--- src/design/knn_graph_pruned_expansion_unit_assert.svh ---
// Assertion macros for the kNN graph expansion unit.
// Every macro samples on i_clk and is disabled while i_rst_n is low.
`ifndef KNN_GRAPH_PRUNED_EXPANSION_UNIT_ASSERT_SVH
`define KNN_GRAPH_PRUNED_EXPANSION_UNIT_ASSERT_SVH
`ifndef NO_ASSERTIONS
`define KGPE_ASSERT_NOW(lbl, cond, msg) \
    lbl: assert property (@(posedge i_clk) disable iff (!i_rst_n) (cond)) else $error(msg);
`define KGPE_ASSERT_IMP(lbl, ante, cons, msg) \
    lbl: assert property (@(posedge i_clk) disable iff (!i_rst_n) (ante) |-> (cons)) \
        else $error(msg);
`define KGPE_ASSERT_NXT(lbl, ante, cons, msg) \
    lbl: assert property (@(posedge i_clk) disable iff (!i_rst_n) (ante) |=> (cons)) \
        else $error(msg);
`else
`define KGPE_ASSERT_NOW(lbl, cond, msg)
`define KGPE_ASSERT_IMP(lbl, ante, cons, msg)
`define KGPE_ASSERT_NXT(lbl, ante, cons, msg)
`endif
`endif

--- src/design/kgpe_pkg.sv ---
`timescale 1ns / 1ps
package kgpe_pkg;
    localparam int NUM_NODES = 4096;
    localparam int MAX_ROW   = 32;
    localparam int MAX_HOPS  = 8;
    localparam int LIST_CAP  = NUM_NODES + MAX_ROW;

    localparam int NODE_AW = $clog2(NUM_NODES);
    localparam int ROW_AW  = $clog2(MAX_ROW);
    localparam int NBR_AW  = NODE_AW + ROW_AW;
    localparam int NBR_W   = 13;
    localparam int RAD_W   = 32;
    localparam int RATIO_W = 16;
    localparam int LIM_W   = RAD_W + RATIO_W;
    localparam int CUR_W   = $clog2(MAX_ROW + 1);
    localparam int HOP_W   = $clog2(MAX_HOPS + 2);
    localparam int LIST_AW = $clog2(LIST_CAP);
    localparam int CNT_W   = $clog2(LIST_CAP + 1);
    localparam int EP_W    = 8;

    localparam int RW_CFG_W  = 6;
    localparam int HOP_CFG_W = 4;

    localparam logic [RW_CFG_W-1:0]  RW_RESET    = RW_CFG_W'(16);
    localparam logic [HOP_CFG_W-1:0] HOPS_RESET  = HOP_CFG_W'(2);
    localparam logic [RATIO_W-1:0]   RATIO_RESET = RATIO_W'(55706);

    typedef enum logic [1:0] {
        OP_WR_NBR = 2'd0,
        OP_WR_RAD = 2'd1,
        OP_START  = 2'd2,
        OP_NEXT   = 2'd3
    } t_op;

    typedef enum logic [1:0] {
        CFG_ROW_WIDTH   = 2'd0,
        CFG_HOP_COUNT   = 2'd1,
        CFG_PRUNE_RATIO = 2'd2,
        CFG_NONE        = 2'd3
    } t_cfg_idx;

    typedef enum logic [3:0] {
        ST_CLEAR,
        ST_IDLE,
        ST_DISPATCH,
        ST_CHECK,
        ST_SEED_W,
        ST_U_W,
        ST_URAD_W,
        ST_SLOT,
        ST_V_W,
        ST_V_CHK,
        ST_EMIT
    } t_state;

    typedef struct packed {
        logic accept;
        logic wr_nbr;
        logic wr_rad;
        logic start;
        logic clr_step;
        logic rd_seed;
        logic rd_u;
        logic rd_urad;
        logic ld_limit;
        logic rd_slot;
        logic next_u;
        logic rd_vinfo;
        logic take_seed;
        logic take_exp;
        logic emit_none;
        logic load_out;
        logic advance;
    } t_cmd;

    typedef struct packed {
        t_op  op;
        logic active;
        logic hop_is1;
        logic cur_lt_rw;
        logic exp_lt_end;
        logic v_ok;
        logic v_seen;
        logic v_pruned;
        logic out_free;
        logic ep_wrap;
        logic clr_done;
    } t_status;
endpackage

--- src/design/kgpe_ctrl.sv ---
`timescale 1ns / 1ps
module kgpe_ctrl (
    input  logic             i_clk,
    input  logic             i_rst_n,
    input  logic             i_in_valid,
    input  kgpe_pkg::t_status i_status,
    output kgpe_pkg::t_cmd   o_cmd,
    output logic             o_in_stall
);
    import kgpe_pkg::*;

    `include "knn_graph_pruned_expansion_unit_assert.svh"

    t_state r_state, n_state;
    t_cmd   cmd;

    always_ff @(posedge i_clk) begin
        if (!i_rst_n) begin
            r_state <= ST_CLEAR;
        end else begin
            r_state <= n_state;
        end
    end

    always_comb begin
        n_state = r_state;
        case (r_state)
            ST_CLEAR: begin
                if (i_status.clr_done) n_state = ST_IDLE;
            end
            ST_IDLE: begin
                if (i_in_valid) n_state = ST_DISPATCH;
            end
            ST_DISPATCH: begin
                case (i_status.op)
                    OP_START: n_state = i_status.ep_wrap ? ST_CLEAR : ST_IDLE;
                    OP_NEXT:  n_state = ST_CHECK;
                    default:  n_state = ST_IDLE;
                endcase
            end
            ST_CHECK: begin
                if (!i_status.active) begin
                    n_state = ST_EMIT;
                end else if (i_status.hop_is1) begin
                    n_state = i_status.cur_lt_rw ? ST_SEED_W : ST_CHECK;
                end else begin
                    n_state = i_status.exp_lt_end ? ST_U_W : ST_CHECK;
                end
            end
            ST_SEED_W:  n_state = i_status.v_ok ? ST_EMIT : ST_CHECK;
            ST_U_W:     n_state = ST_URAD_W;
            ST_URAD_W:  n_state = ST_SLOT;
            ST_SLOT:    n_state = i_status.cur_lt_rw ? ST_V_W : ST_CHECK;
            ST_V_W:     n_state = i_status.v_ok ? ST_V_CHK : ST_SLOT;
            ST_V_CHK: begin
                n_state = (!i_status.v_seen && !i_status.v_pruned) ? ST_EMIT : ST_SLOT;
            end
            ST_EMIT: begin
                if (i_status.out_free) n_state = ST_IDLE;
            end
            default:    n_state = ST_IDLE;
        endcase
    end

    always_comb begin
        cmd = '0;
        case (r_state)
            ST_CLEAR:    cmd.clr_step = 1'b1;
            ST_IDLE:     cmd.accept = i_in_valid;
            ST_DISPATCH: begin
                cmd.wr_nbr = (i_status.op == OP_WR_NBR);
                cmd.wr_rad = (i_status.op == OP_WR_RAD);
                cmd.start  = (i_status.op == OP_START);
            end
            ST_CHECK: begin
                if (!i_status.active) begin
                    cmd.emit_none = 1'b1;
                end else if (i_status.hop_is1) begin
                    cmd.rd_seed = i_status.cur_lt_rw;
                    cmd.advance = !i_status.cur_lt_rw;
                end else begin
                    cmd.rd_u    = i_status.exp_lt_end;
                    cmd.advance = !i_status.exp_lt_end;
                end
            end
            ST_SEED_W:  cmd.take_seed = i_status.v_ok;
            ST_U_W:     cmd.rd_urad = 1'b1;
            ST_URAD_W:  cmd.ld_limit = 1'b1;
            ST_SLOT: begin
                cmd.rd_slot = i_status.cur_lt_rw;
                cmd.next_u  = !i_status.cur_lt_rw;
            end
            ST_V_W:     cmd.rd_vinfo = i_status.v_ok;
            ST_V_CHK:   cmd.take_exp = !i_status.v_seen && !i_status.v_pruned;
            ST_EMIT:    cmd.load_out = i_status.out_free;
            default:    cmd = '0;
        endcase
    end

    assign o_cmd      = cmd;
    assign o_in_stall = (r_state != ST_IDLE);

    `KGPE_ASSERT_NOW(a_one_result, $onehot0({cmd.take_seed, cmd.take_exp, cmd.emit_none}),
        "more than one result source in a cycle")
    `KGPE_ASSERT_NXT(a_take_emits, cmd.take_seed || cmd.take_exp || cmd.emit_none,
        r_state == ST_EMIT, "result prepared but not emitted")
    `KGPE_ASSERT_IMP(a_dispatch_src, r_state == ST_DISPATCH, $past(cmd.accept),
        "dispatch without an accepted transaction")
    `KGPE_ASSERT_NXT(a_load_idle, cmd.load_out, r_state == ST_IDLE,
        "controller not idle after result load")
endmodule

--- config.mk ---
export PLATFORM = sky130hd
export DESIGN_NAME = kgpe_ctrl
export DESIGN_NICKNAME = d
export VERILOG_FILES = /design/src/design/kgpe_pkg.sv /design/src/design/kgpe_ctrl.sv
export VERILOG_INCLUDE_DIRS = /design/src /design/src/design
export SDC_FILE = /design/constraint.sdc
export NUM_CORES = 1
export LEC_CHECK = 0
export ABC_AREA = 1
export BUFFER_PORTS_ARGS = -buffer_cell sky130_fd_sc_hd__buf_4
export CORE_MARGIN = 2
export CORE_UTILIZATION = 40
export CTS_CLUSTER_SIZE = 24
export DETAILED_ROUTE_END_ITERATION = 16
export PLACE_DENSITY = 0.76
export SYNTH_ARGS = -nofsm -noshare
export SYNTH_HDL_FRONTEND = slang
export SYNTH_SLANG_ARGS = --single-unit
export TNS_END_PERCENT = 100
--- constraint.sdc ---
create_clock -name i_clk -period 1.6 [get_ports i_clk]
set_input_delay 0.24 -clock i_clk [delete_from_list [all_inputs] [get_ports i_clk]]
set_output_delay 0.24 -clock i_clk [all_outputs]
set_load 0.02 [all_outputs]
==> metrics.yaml <==
run_status:
  status: "finished, final reports clean"
min_path:
  hold_depth: 3
  min_from: "i_rst_n"
  min_to: "r_state[3]"
  min_path_type: "in2reg"
worst_setup_path:
  critical_path_arrival_ns: 1.29
  r2r_cells: 8
  worstPathRequired_ns: 1.36
  endpoint_kind: "primary output"
  cp_cell_sequence: "inv_1, nand2_1, nor3_1, buf_4"
  startpoint_type: "flop"
  path_class: "reg2out"
  worstSetupStartpoint: "r_state[3]"
  cp_slowest_cell: "dfxtp_2"
  rrSetupSlack_ns: 0.30
  rr_startpoint: "r_state[3]"
  path_max_fanout: 4
  max_stage_delay_ns: 0.33
  reg2reg_to: "r_state[0]"
drt:
  drc: 0
  vias: 753
  firstDrtPassIters: 4
  finalWirelength_mm: 1.67
  drt-initial-drc-count: 12
  ant_nets: 0
  vias_per_cell: 4.95
  wl_per_cell_um: 11.0
sta:
  setup_ws_ns: 0.0711
  hold_ws_ns: 0.186
  timing.fmax_mhz: 654
  finClkSkew_ns: 0.00140
  report.final.slew_viol_count: 0
  slew_headroom_pct: 78.9
  fin_crit_ns: 1.53
  fin_setup_tns_ns: 0
  setup_viol: 0
  min_period_over_period_pct: 95.6
  hold_viol_final: 0
  rsz0062_at_grt: "true"
  worst_pin_slew_ns: 0.313
final_layout:
  fin_area_sq_um: 821
  drive_above_1_share_pct: 35.5
  fin_nets: 155
  largestRegisters: "r_state x4"
  top_register: "r_state"
  area_growth_pct: 57.7
  antenna-diode-count: 0
  largest_register_ffs: 4
  fillers: 112
die:
  die_y_um: 40.1
  pin_count: 33
  floorplan.initialDensity_pct: 45.0
  rows: 12
  fp.coreArea_sq_um: 1160
  fp.dieW_um: 40.1
  die-area_sq_um: 1610
clocking:
  clockBufferDepth: 2
  cts_setup_buffers: 0
  numCtsBuffers: 3
  cts_tree: "built"
  cts_sinks: 4
  path_clk_slew_ns: 0.04
  cts-htree-levels: 1
  clockRootBuffer: "clkbuf_4"
  insertion_delay_ns: 0.24
synthesis:
  synth.most_common_cell: "nand2_1"
  yosys_warnings: 0
  synth_top_area_share_pct: 19.5
  ys_types: 15
  syn_inst: 103
  async_reset_ff_share_pct: 0
  postSynthNetCount: 118
  synth.avg_cell_area_sq_um: 5.05
  synthTopCellsByArea: "nand2_1, inv_1, dfxtp_1, nor2_1, nand3_1"
  ys.flop_type: "dfxtp_1"
  netlist_top_cells_count: "nand2_1, inv_1, nor2_1, nand3_1, nor3_1"
  yosys.area.top_type: "nand2_1"
  ys_ff_latch: 4
  mappedNetlistArea_sq_um: 520
  synth_edf_count: 0
  synth_seq_area_share_pct: 15.4
power_and_ir_drop:
  total_leakage_power_nw: 0.480
  power_w: 0.000516
  ir_worst_vdd_mv: 0.438
  power.density_nw_per_um2: 629
grt:
  grt-ovfl-total: 0
  antenna_found_initial: 0
  grt_pass1_vias: 659
  grt_first_pass_wirelength_mm: 2.52
  grt_usage_pct: 25.0
  grt_max_degree: 8
place:
  dpl_cell_area_sq_um: 778
  dp_hpwl_mm: 1.33
  place_congestion: 0.914
  port_buffers: 32
  place_ws_ns: 0.226
run:
  cap_violations: 0
-- logic make-up after synthesis --
family	synth area share [%]
DFF	15.4
AOI/OAI and AO/OA	10.8
and+or+nand+nor	57.9
buffers and inverters	15.9
-- layer usage --
metal  global-route usage, %  wire length (um)  vias to the layer above
met5                       0                 0                        -
met1                    23.0               662                      317
met3                    8.89               138                       11
met2                    40.3               778                       36
li1                        -                 -                      389
met4                    27.6                93                        0
-- power breakdown --
part           switching, W  total, W  leakage, nW  internal, W
Clock             0.0000498  0.000134       0.0138    0.0000845
Combinational      0.000152  0.000249        0.432    0.0000968
Sequential        0.0000193  0.000132       0.0343     0.000113
Total              0.000222  0.000516        0.480     0.000294
-- per-stage QoR --
step           cells  utilization [%]
3_5_place_dp     149             67.3
6_report         152             71.0
5_1_grt          152             71.0
3_3_place_gp     149             67.3
2_1_floorplan    103                -
4_1_cts          152             69.4
-- worst max-delay path, delay by kind of cell (launching register included) --
kind,cells,cell delay (ns)
buffers and inverters,2,0.36
DFF,1,0.33
and+or+nand+nor,2,0.35
-- worst max-delay path by stage --
stage | cells past startpoint | slack, ns | end
final | 4 | 0.07 | o_cmd[9]
after global routing | 5 | 0.004 | o_cmd[15]
after CTS | 5 | 0.03 | o_cmd[3]
after detailed placement | 5 | 0.23 | o_cmd[14]
after global placement | 5 | 0.24 | o_cmd[14]
after floorplan | 4 | 0.20 | o_cmd[14]
-- what timing repair did --
item | CTS | global route
endpoints found under the hold margin | 0 | 0
gates resized for setup | 1 | 7
hold buffers | 0 | 0
setup endpoints to repair | 2 | 9
-- layout make-up --
type | instances | area (sq um) | area share, %
Tap cell | 14 | 17.5 | 2.13
Sequential cell | 4 | 85.1 | 10.4
Clock buffer | 3 | 22.5 | 2.74
Multi-Input combinational cell | 77 | 373 | 45.4
Timing Repair Buffer | 32 | 240 | 29.3
Inverter | 22 | 82.6 | 10.1
-- cells in the final DEF (no fill, tap or decap) --
cell type,instances
nand3_1,6
nand2_2,2
a21oi_1,3
nand2_1,26
nor3_2,3
nor2_4,3
o21ai_0,3
clkbuf_4,3
nor3_1,5
nor2_2,2
o211ai_1,2
o22ai_1,1
buf_4,32
o21ai_1,1
inv_1,22
dfxtp_2,4
nor2_1,20
(Power assumes the default switching activity.)
